===== config.mk =====
export PLATFORM = sky130hd
export DESIGN_NAME = refcounted_buffer_pool_core
export DESIGN_NICKNAME = d
export VERILOG_FILES = /design/src/hw/rtl/rbp_pkg.sv /design/src/hw/rtl/rbp_ram.sv /design/src/hw/rtl/refcounted_buffer_pool_core.sv
export SDC_FILE = /design/constraint.sdc
export NUM_CORES = 2
export LEC_CHECK = 0
export BUFFER_PORTS_ARGS = -buffer_cell sky130_fd_sc_hd__clkbuf_2
export CAP_MARGIN = 20
export CORE_MARGIN = 3
export CORE_UTILIZATION = 57
export CTS_BUF_LIST = sky130_fd_sc_hd__clkbuf_8 sky130_fd_sc_hd__clkbuf_16
export DETAILED_ROUTE_END_ITERATION = 8
export PLACE_DENSITY = 0.76
export SLEW_MARGIN = 5
export SYNTH_ARGS = -nofsm -noshare
export SYNTH_HDL_FRONTEND = slang
export SYNTH_SLANG_ARGS = --single-unit

===== constraint.sdc =====
create_clock -name clock -period 7.75 [get_ports clock]
set_clock_uncertainty 0.05 [all_clocks]
set_input_delay 0.775 -clock clock [delete_from_list [all_inputs] [get_ports clock]]
set_output_delay 0.775 -clock clock [all_outputs]
set_load 0.01 [all_outputs]

===== src/hw/rtl/rbp_pkg.sv =====
// Shared types and constants of the reference-counted buffer pool.
package rbp_pkg;

   localparam int NUM_BUFS = 64;
   localparam int IDX_W    = 6;
   localparam int SIZE_W   = 7;
   localparam int CNT_W    = 16;
   localparam int OCC_W    = 7;
   localparam int STAT_W   = 3;

   localparam logic [CNT_W-1:0] CNT_MAX = {CNT_W{1'b1}};

   typedef enum logic [1:0] {
      CMD_CLAIM_FREE = 2'd0,
      CMD_CLAIM_HELD = 2'd1,
      CMD_RELEASE    = 2'd2
   } cmd_type;

   typedef enum logic [STAT_W-1:0] {
      ST_OK        = 3'd0,
      ST_EMPTY     = 3'd1,
      ST_RANGE     = 3'd2,
      ST_NOT_HELD  = 3'd3,
      ST_SATURATED = 3'd4
   } status_type;

   typedef struct packed {
      logic [1:0]       cmd;
      logic [IDX_W-1:0] buffer_index;
   } req_type;

   typedef struct packed {
      logic [IDX_W-1:0]  granted_index;
      logic [STAT_W-1:0] status;
      logic [CNT_W-1:0]  usage_count;
      logic [OCC_W-1:0]  free_count;
   } rsp_type;

   // Effective pool size: the register value limited to the storage depth.
   function automatic logic [OCC_W-1:0] pool_size(input logic [SIZE_W-1:0] size);
      logic [OCC_W-1:0] n;
      n = (size > SIZE_W'(NUM_BUFS)) ? OCC_W'(NUM_BUFS) : OCC_W'(size);
      return n;
   endfunction

endpackage


===== src/hw/rtl/rbp_ram.sv =====
// Generic single-write, single-read RAM with registered read data.
module rbp_ram #(
   parameter int WIDTH = 8,
   parameter int DEPTH = 64
) (
   input  logic                     clock,
   input  logic                     we,
   input  logic [$clog2(DEPTH)-1:0] waddr,
   input  logic [WIDTH-1:0]         wdata,
   input  logic [$clog2(DEPTH)-1:0] raddr,
   output logic [WIDTH-1:0]         rdata
);

   logic [WIDTH-1:0] mem [DEPTH];

   always_ff @(posedge clock) begin
      if (we) begin
         mem[waddr] <= wdata;
      end
      rdata <= mem[raddr];
   end

endmodule


===== src/hw/rtl/refcounted_buffer_pool_core.sv =====
// Reference-counted buffer pool: usage counts and free-index FIFO held in RAM.
//
// Request channel: start with req_data (cmd, buffer_index); a request is taken
// at a clock edge with start high and busy low. Commands: claim a free buffer
// (pop the oldest free index, count set to one), claim a held buffer (count
// plus one, saturating), release (count minus one, index pushed back to the
// free FIFO when it reaches zero).
// Result channel: rsp_valid strobes for one cycle with rsp_data; there is no
// back-pressure, the receiver must take it in that cycle.
// Pipeline: a request is registered into s1_req_ff, its result onto rsp_data.
// Throughput: one request per cycle while busy is low. Each request reads the
// count and FIFO RAMs when accepted and writes them back from s1; a one-entry
// bypass per RAM covers a request that reads what its predecessor writes.
// Configuration: csr_data written with csr_valid/csr_ready sets the pool size
// and reinitialises the pool (per-entry valid bits are cleared, so no clearing
// pass is needed). busy is high only during that write, and csr_ready is low
// while a request is in s1.
// Reset: synchronous; the pool comes up with 64 buffers, all free in order.
module refcounted_buffer_pool_core (
   input  logic                        clock,
   input  logic                        reset,
   input  logic                        start,
   output logic                        busy,
   input  rbp_pkg::req_type            req_data,
   output logic                        rsp_valid,
   output rbp_pkg::rsp_type            rsp_data,
   input  logic                        csr_valid,
   output logic                        csr_ready,
   input  logic [rbp_pkg::SIZE_W-1:0]  csr_data
);
   import rbp_pkg::*;

   // control
   logic                 accept;
   logic                 csr_wr;
   logic                 s1_valid_ff;
   req_type              s1_req_ff;
   logic [SIZE_W-1:0]    size_ff;
   logic [IDX_W-1:0]     head_ff, head_in;
   logic [IDX_W-1:0]     tail_ff, tail_in;
   logic [OCC_W-1:0]     occ_ff, occ_in;
   logic [NUM_BUFS-1:0]  cnt_vld_ff;
   logic [NUM_BUFS-1:0]  fifo_vld_ff;

   // bypass of the last write to each RAM
   logic                 cw_vld_ff;
   logic [IDX_W-1:0]     cw_addr_ff;
   logic [CNT_W-1:0]     cw_data_ff;
   logic                 fw_vld_ff;
   logic [IDX_W-1:0]     fw_addr_ff;
   logic [IDX_W-1:0]     fw_data_ff;

   // RAM ports
   logic                 cnt_we;
   logic [IDX_W-1:0]     cnt_waddr;
   logic [CNT_W-1:0]     cnt_wdata;
   logic [CNT_W-1:0]     cnt_rdata;
   logic                 fifo_we;
   logic [IDX_W-1:0]     fifo_waddr;
   logic [IDX_W-1:0]     fifo_wdata;
   logic [IDX_W-1:0]     fifo_rdata;

   // datapath of the request stage
   logic [IDX_W-1:0]     idx;
   logic [OCC_W-1:0]     pool_n;
   logic                 in_range;
   logic [CNT_W-1:0]     cnt_cur;
   logic [IDX_W-1:0]     fifo_cur;
   logic                 pop;
   rsp_type              rsp_in;
   rsp_type              rsp_data_ff;
   logic                 rsp_valid_ff;

   logic [OCC_W-1:0]     init_n;

   assign csr_ready = ~s1_valid_ff;
   assign csr_wr    = csr_valid & csr_ready;
   assign busy      = csr_wr;
   assign accept    = start & ~busy;

   assign idx      = s1_req_ff.buffer_index;
   assign pool_n   = pool_size(size_ff);
   assign in_range = {1'b0, idx} < pool_n;
   assign init_n   = pool_size(csr_data);

   // Entries never written since init read as their reset values.
   assign cnt_cur  = (cw_vld_ff && cw_addr_ff == idx) ? cw_data_ff :
                     (cnt_vld_ff[idx] ? cnt_rdata : '0);
   assign fifo_cur = (fw_vld_ff && fw_addr_ff == head_ff) ? fw_data_ff :
                     (fifo_vld_ff[head_ff] ? fifo_rdata : head_ff);

   always_comb begin
      rsp_in.granted_index = idx;
      rsp_in.status        = ST_OK;
      rsp_in.usage_count   = '0;
      cnt_we     = 1'b0;
      cnt_waddr  = idx;
      cnt_wdata  = '0;
      fifo_we    = 1'b0;
      fifo_waddr = tail_ff;
      fifo_wdata = idx;
      pop        = 1'b0;
      head_in    = head_ff;
      tail_in    = tail_ff;
      occ_in     = occ_ff;
      if (s1_valid_ff) begin
         unique case (s1_req_ff.cmd)
            CMD_CLAIM_FREE: begin
               if (occ_ff == '0) begin
                  rsp_in.granted_index = '0;
                  rsp_in.status        = ST_EMPTY;
               end else begin
                  pop                  = 1'b1;
                  rsp_in.granted_index = fifo_cur;
                  rsp_in.usage_count   = CNT_W'(1);
                  cnt_we    = 1'b1;
                  cnt_waddr = fifo_cur;
                  cnt_wdata = CNT_W'(1);
                  head_in   = head_ff + IDX_W'(1);   // depth is a power of two
                  occ_in    = occ_ff - OCC_W'(1);
               end
            end
            CMD_CLAIM_HELD: begin
               if (!in_range) begin
                  rsp_in.status = ST_RANGE;
               end else if (cnt_cur == '0) begin
                  rsp_in.status = ST_NOT_HELD;
               end else if (cnt_cur == CNT_MAX) begin
                  rsp_in.status      = ST_SATURATED;
                  rsp_in.usage_count = cnt_cur;
               end else begin
                  rsp_in.usage_count = cnt_cur + CNT_W'(1);
                  cnt_we    = 1'b1;
                  cnt_wdata = cnt_cur + CNT_W'(1);
               end
            end
            CMD_RELEASE: begin
               if (!in_range) begin
                  rsp_in.status = ST_RANGE;
               end else if (cnt_cur != '0) begin
                  rsp_in.usage_count = cnt_cur - CNT_W'(1);
                  cnt_we    = 1'b1;
                  cnt_wdata = cnt_cur - CNT_W'(1);
                  if (cnt_cur == CNT_W'(1) && occ_ff < OCC_W'(NUM_BUFS)) begin
                     fifo_we = 1'b1;
                     tail_in = tail_ff + IDX_W'(1);
                     occ_in  = occ_ff + OCC_W'(1);
                  end
               end
            end
            default: begin
               // no operation: report the addressed count
               if (in_range) begin
                  rsp_in.usage_count = cnt_cur;
               end
            end
         endcase
      end
      rsp_in.free_count = occ_in;
   end

   rbp_ram #(.WIDTH(CNT_W), .DEPTH(NUM_BUFS)) u_cnt_ram (
      .clock (clock),
      .we    (cnt_we),
      .waddr (cnt_waddr),
      .wdata (cnt_wdata),
      .raddr (req_data.buffer_index),
      .rdata (cnt_rdata)
   );

   // read at the head the next request will see
   rbp_ram #(.WIDTH(IDX_W), .DEPTH(NUM_BUFS)) u_fifo_ram (
      .clock (clock),
      .we    (fifo_we),
      .waddr (fifo_waddr),
      .wdata (fifo_wdata),
      .raddr (head_in),
      .rdata (fifo_rdata)
   );

   always_ff @(posedge clock) begin
      if (reset) begin
         s1_valid_ff  <= 1'b0;
         rsp_valid_ff <= 1'b0;
         size_ff      <= SIZE_W'(NUM_BUFS);
         head_ff      <= '0;
         tail_ff      <= '0;
         occ_ff       <= OCC_W'(NUM_BUFS);
         cnt_vld_ff   <= '0;
         fifo_vld_ff  <= '0;
         cw_vld_ff    <= 1'b0;
         fw_vld_ff    <= 1'b0;
      end else if (csr_wr) begin
         s1_valid_ff  <= 1'b0;
         rsp_valid_ff <= 1'b0;
         size_ff      <= csr_data;
         head_ff      <= '0;
         tail_ff      <= (init_n >= OCC_W'(NUM_BUFS)) ? '0 : init_n[IDX_W-1:0];
         occ_ff       <= init_n;
         cnt_vld_ff   <= '0;
         fifo_vld_ff  <= '0;
         cw_vld_ff    <= 1'b0;
         fw_vld_ff    <= 1'b0;
      end else begin
         s1_valid_ff  <= accept;
         rsp_valid_ff <= s1_valid_ff;
         head_ff      <= head_in;
         tail_ff      <= tail_in;
         occ_ff       <= occ_in;
         cw_vld_ff    <= cnt_we;
         fw_vld_ff    <= fifo_we;
         if (cnt_we) begin
            cnt_vld_ff[cnt_waddr] <= 1'b1;
         end
         if (fifo_we) begin
            fifo_vld_ff[fifo_waddr] <= 1'b1;
         end
      end
   end

   always_ff @(posedge clock) begin
      if (accept) begin
         s1_req_ff <= req_data;
      end
      rsp_data_ff <= rsp_in;
      cw_addr_ff  <= cnt_waddr;
      cw_data_ff  <= cnt_wdata;
      fw_addr_ff  <= fifo_waddr;
      fw_data_ff  <= fifo_wdata;
   end

   assign rsp_valid = rsp_valid_ff;
   assign rsp_data  = rsp_data_ff;

   a_occ_bound: assert property (@(posedge clock) disable iff (reset)
      occ_ff <= OCC_W'(NUM_BUFS))
      else $error("free FIFO occupancy beyond pool depth");

   a_rsp_follows_req: assert property (@(posedge clock) disable iff (reset)
      rsp_valid |-> $past(s1_valid_ff))
      else $error("result strobe without a request in flight");

   a_no_push_pop: assert property (@(posedge clock) disable iff (reset)
      !(pop && fifo_we))
      else $error("push and pop of the free FIFO in one cycle");

   a_grant_count: assert property (@(posedge clock) disable iff (reset)
      (s1_valid_ff && pop) |=> (rsp_data.usage_count == CNT_W'(1)
                                && rsp_data.status == ST_OK))
      else $error("claim of a free buffer did not report a count of one");

endmodule


==> report_table.html <==
<table>
<tr><th>Metric</th><th>Value</th></tr>
<tr><th colspan="2">Synth</th></tr>
<tr><td>Largest family of logic cells by synthesized area</td><td>multiplexers</td></tr>
<tr><td>Area share of the leading cell type in the synthesized netlist</td><td>65.03%</td></tr>
<tr><td>#FFs+latches synth</td><td>1662</td></tr>
<tr><td>Largest area contributor in the netlist</td><td>edfxtp_1</td></tr>
<tr><td>Yosys warning total</td><td>0</td></tr>
<tr><td>Synth Area in Adders</td><td>0.2679%</td></tr>
<tr><td>XOR/XNOR share of the synthesized area</td><td>0.4956%</td></tr>
<tr><td>Distinct cell type count after synthesis</td><td>85</td></tr>
<tr><td>Area share of and/or/nand/nor cells after synthesis</td><td>4.154%</td></tr>
<tr><td>Cell types occupying the most area after synthesis</td><td>edfxtp_1, mux4_2, dfxtp_1</td></tr>
<tr><td>Mux share of post-synthesis cell area</td><td>17.32%</td></tr>
<tr><td>Cells after synthesis</td><td>3404</td></tr>
<tr><td>Number of synthesized flops with an enable pin</td><td>1416</td></tr>
<tr><td>Async set or reset register ratio after synthesis</td><td>0%</td></tr>
<tr><td>Synth Area per Inst</td><td>19.21 µm²</td></tr>
<tr><td>Sequential share of the synthesized area</td><td>72.56%</td></tr>
<tr><td>Netlist area before placement</td><td>65390 µm²</td></tr>
<tr><td>Compound-Gate Fraction of Synth Area</td><td>3.749%</td></tr>
<tr><td>Most common cell in the netlist</td><td>edfxtp_1</td></tr>
<tr><td>List of most frequent post-synthesis cells</td><td>edfxtp_1, mux4_2, dfxtp_1, nor2_1, nand2_1</td></tr>
<tr><td>Prevailing post-synth register cell</td><td>edfxtp_1</td></tr>
<tr><td>Syn_nets</td><td>3437</td></tr>
<tr><th colspan="2">GRT</th></tr>
<tr><td>Aggregate global routing overflow</td><td>0</td></tr>
<tr><td>GRT Resource Usage Total</td><td>27.47%</td></tr>
<tr><td>Number of antenna violations at the first check in global routing</td><td>8</td></tr>
<tr><td>Number of global-route vias before repair</td><td>34460</td></tr>
<tr><td>First-pass GRT wire length</td><td>236.7 mm</td></tr>
<tr><td>Maximum number of pins on one net before global-route repair</td><td>94</td></tr>
<tr><th colspan="2">Hold path</th></tr>
<tr><td>Hold Path Origin</td><td>req_data[7]</td></tr>
<tr><td>Hold WC Path Type</td><td>input port to flip-flop</td></tr>
<tr><td>Hold Path End</td><td>s1_req_ff[7]</td></tr>
<tr><td>Min-Delay Path Depth</td><td>1</td></tr>
<tr><th colspan="2">Die</th></tr>
<tr><td>Die span in x</td><td>344.7 µm</td></tr>
<tr><td>Initial Utilization</td><td>57.81%</td></tr>
<tr><td>Number of I/O pins</td><td>54</td></tr>
<tr><td>Std-Cell Rows</td><td>123</td></tr>
<tr><td>Die Span Y</td><td>344.7 µm</td></tr>
<tr><td>Area of the core</td><td>113100 µm²</td></tr>
<tr><td>Die Outline Area</td><td>118800 µm²</td></tr>
<tr><th colspan="2">Clock tree</th></tr>
<tr><td>Post-CTS Setup Repair Bufs</td><td>0</td></tr>
<tr><td>Later-pin clock latency in the skew report</td><td>0.77 ns</td></tr>
<tr><td>Number of sinks driven by the clock tree</td><td>1662</td></tr>
<tr><td>Total of hold buffers inserted after clock tree synthesis</td><td>0</td></tr>
<tr><td>Post-CTS resize count</td><td>0</td></tr>
<tr><td>Clock tree from TritonCTS</td><td>done</td></tr>
<tr><td>Library cell used as clock root buffer</td><td>clkbuf_16</td></tr>
<tr><td>Maximum level of the CTS H-tree</td><td>4</td></tr>
<tr><td>CTS Buf Count</td><td>156</td></tr>
<tr><td>CTS Buffer Depth</td><td>3</td></tr>
<tr><td>Reg clk slew, reported paths</td><td>0.06 ns</td></tr>
<tr><th colspan="2">STA</th></tr>
<tr><td>Final-report hold violation count</td><td>0</td></tr>
<tr><td>Accumulated negative setup slack</td><td>0 ns</td></tr>
<tr><td>Setup repair after global routing missed its margin</td><td>false</td></tr>
<tr><td>Final cycle utilization of the critical path</td><td>86.19%</td></tr>
<tr><td>Maximum clock frequency</td><td>0.1497 GHz</td></tr>
<tr><td>Headroom to the max-slew limit</td><td>20.79%</td></tr>
<tr><td>Shortest period the worst path allows</td><td>6.679 ns</td></tr>
<tr><td>Final count of negative-setup-slack endpoints</td><td>0</td></tr>
<tr><td>Worst-Margin Slew</td><td>1.186 ns</td></tr>
<tr><td>Number of pins exceeding their max-slew limit in the final report</td><td>0</td></tr>
<tr><th colspan="2">Finish</th></tr>
<tr><td>Layout overhead on the synthesized area</td><td>12.08%</td></tr>
<tr><td>Fraction of the core area covered by cells at the end of the flow</td><td>64.79%</td></tr>
<tr><td>Layout cell share with drive strength beyond 1</td><td>27.22%</td></tr>
<tr><td>Non-filler cells, final</td><td>5170</td></tr>
<tr><td>Nets</td><td>3573</td></tr>
<tr><th colspan="2">Power</th></tr>
<tr><td>Power density normalized to cell area</td><td>247.7 nW/µm²</td></tr>
<tr><td>IR drop worst, VDD</td><td>0.2569 mV</td></tr>
<tr><td>Leakage dissipation</td><td>22.56 nW</td></tr>
<tr><th colspan="2">Placement</th></tr>
<tr><td>Instance count after placement with tap cells included</td><td>4876</td></tr>
<tr><td>Final weighted congestion of routability-driven global placement</td><td>0.9350</td></tr>
<tr><td>Detail Placement HPWL</td><td>94.73 mm</td></tr>
<tr><td>I/O Buffers</td><td>53</td></tr>
<tr><th colspan="2">Route</th></tr>
<tr><td>Wire length after detailed routing</td><td>159.7 mm</td></tr>
<tr><td>Number of routed nets with antenna violations</td><td>0</td></tr>
<tr><td>Routed vias/inst</td><td>6.646</td></tr>
<tr><td>Drt first pass iters</td><td>8</td></tr>
<tr><td>Total number of vias</td><td>34360</td></tr>
<tr><td>Drc violations</td><td>0</td></tr>
<tr><td>First DRT Iteration DRCs</td><td>4181</td></tr>
<tr><td>Average routed wire per standard cell</td><td>30.90 µm</td></tr>
<tr><th colspan="2">Setup path</th></tr>
<tr><td>Beginning of the worst register-to-register path</td><td>fifo_wdata[0]</td></tr>
<tr><td>Critical-path maximum fanout</td><td>81</td></tr>
<tr><td>Number of cells on the worst reg-to-reg path</td><td>16</td></tr>
<tr><td>Worst setup startpoint</td><td>fifo_wdata[0]</td></tr>
<tr><td>Critical path endpoint category</td><td>flip-flop</td></tr>
<tr><td>Worst path arrival time</td><td>7.00 ns</td></tr>
<tr><td>Worst reg2reg setup slack</td><td>1.07 ns</td></tr>
<tr><td>Data required, critical path</td><td>8.07 ns</td></tr>
<tr><td>Kind of launch point of the worst setup path</td><td>flip-flop</td></tr>
<tr><td>Category of the most critical setup path</td><td>flip-flop to flip-flop</td></tr>
<tr><td>Endpoint of the worst-slack reg-to-reg timing path</td><td>u_cnt_ram.mem[59][8]</td></tr>
<tr><th colspan="2">Run status</th></tr>
<tr><td>Result of the run</td><td>complete, no violations</td></tr>
<tr><th colspan="2">Run</th></tr>
<tr><td>Max-cap check violation count</td><td>0</td></tr>
</table>
## layout make-up
type	count	area (µm²)
repair buffers	174	1306
diodes	3	7.507
fillers	7226	39830
inverters	33	123.9
multi-input cells	1513	17320
clock inverters	117	1035
clock buffers	168	4170
well taps	1500	1877
flip-flops and latches	1662	47450
## cells by family (layout without fill, tap and decap cells)
group	after synthesis	in the layout
flip-flops	1662	1662
adder cells (fa/ha/maj)	14	14
XOR/XNOR	37	37
other	0	3
multiplexers	524	524
AND/OR/NAND/NOR	576	576
buffers and inverters	229	492
AO/OA/AOI/OAI	362	362
## cell usage in the layout, fill, tap and decap left out, types with 49 or more instances in the layout
master / count
dfxtp_1: 246
buf_4: 110
mux4_2: 484
clkbuf_16: 165
clkbuf_2: 49
o21ai_0: 82
nor3_1: 50
nor2_1: 141
edfxtp_1: 1416
o21a_1: 54
a21oi_1: 67
nand2_1: 176
inv_1: 61
## metrics by stage
stage | power, mW | setup WS, ns | hold WS, ns | instance area, µm²
floorplan | 10.36 | 0.6999 | 0.2790 | 65400
global placement | 10.62 | 1.486 | 0.3654 | 67970
detailed placement | 10.63 | 1.319 | 0.3722 | 68000
CTS | 18.22 | 1.214 | 0.1136 | 73200
global route | 18.63 | 0.7466 | 0.1257 | 73280
finish | 18.16 | 1.071 | 0.1485 | 73290
## flip-flops by register name, indices dropped and copies added (netlist names), 2 cells and up
signal and flops:
cnt_vld_ff 64, cw_addr_ff 6, cw_data_ff 16, fifo_vld_ff 64
fifo_waddr 6, fifo_wdata 6, fw_addr_ff 6, fw_data_ff 6
head_ff 6, occ_ff 7, rsp_data 32, s1_req_ff 2
size_ff 7, u_cnt_ram.mem 1024, u_cnt_ram.rdata 16, u_fifo_ram.mem 384
u_fifo_ram.rdata 6
## routing by layer
layer / GRT usage [%] / part of all wire [%]
met1: 36.73 / 36
met5: 0 / 0.041
met3: 6.180 / 9.5
met2: 44.66 / 50
met4: 10.65 / 4.2
## worst max path at each step
| stage | endpoint | slack [ns] | depth (start not counted) |
|---|---|---|---|
| after floorplan | u_cnt_ram.mem[0][15] | 0.70 | 18 |
| after global placement | u_cnt_ram.mem[58][4] | 1.49 | 16 |
| after detailed placement | u_cnt_ram.mem[58][4] | 1.32 | 16 |
| after CTS | u_cnt_ram.mem[58][15] | 1.21 | 16 |
| after global routing | u_cnt_ram.mem[59][8] | 0.75 | 16 |
| final | u_cnt_ram.mem[59][8] | 1.07 | 16 |
## critical path, cell delays in order (launching register included)
cell	delay (ns)
edfxtp_1	0.86
buf_12	0.40
mux2_2	0.38
mux4_2	0.47
o221a_2	0.32
nand2_1	0.12
nand2_1	0.19
a21boi_0	0.48
inv_1	0.15
ha_1	0.26
inv_1	0.11
a21oi_1	0.09
and4_1	0.24
o211ai_2	0.40
nand3_1	0.55
buf_4	0.41
nor2_2	0.73
## power breakdown
group	internal, mW	switching (mW)
clock network	4.47	3.23
logic	0.284	0.462
registers	9.65	0.0527
Power figures use the tool's default switching activity.
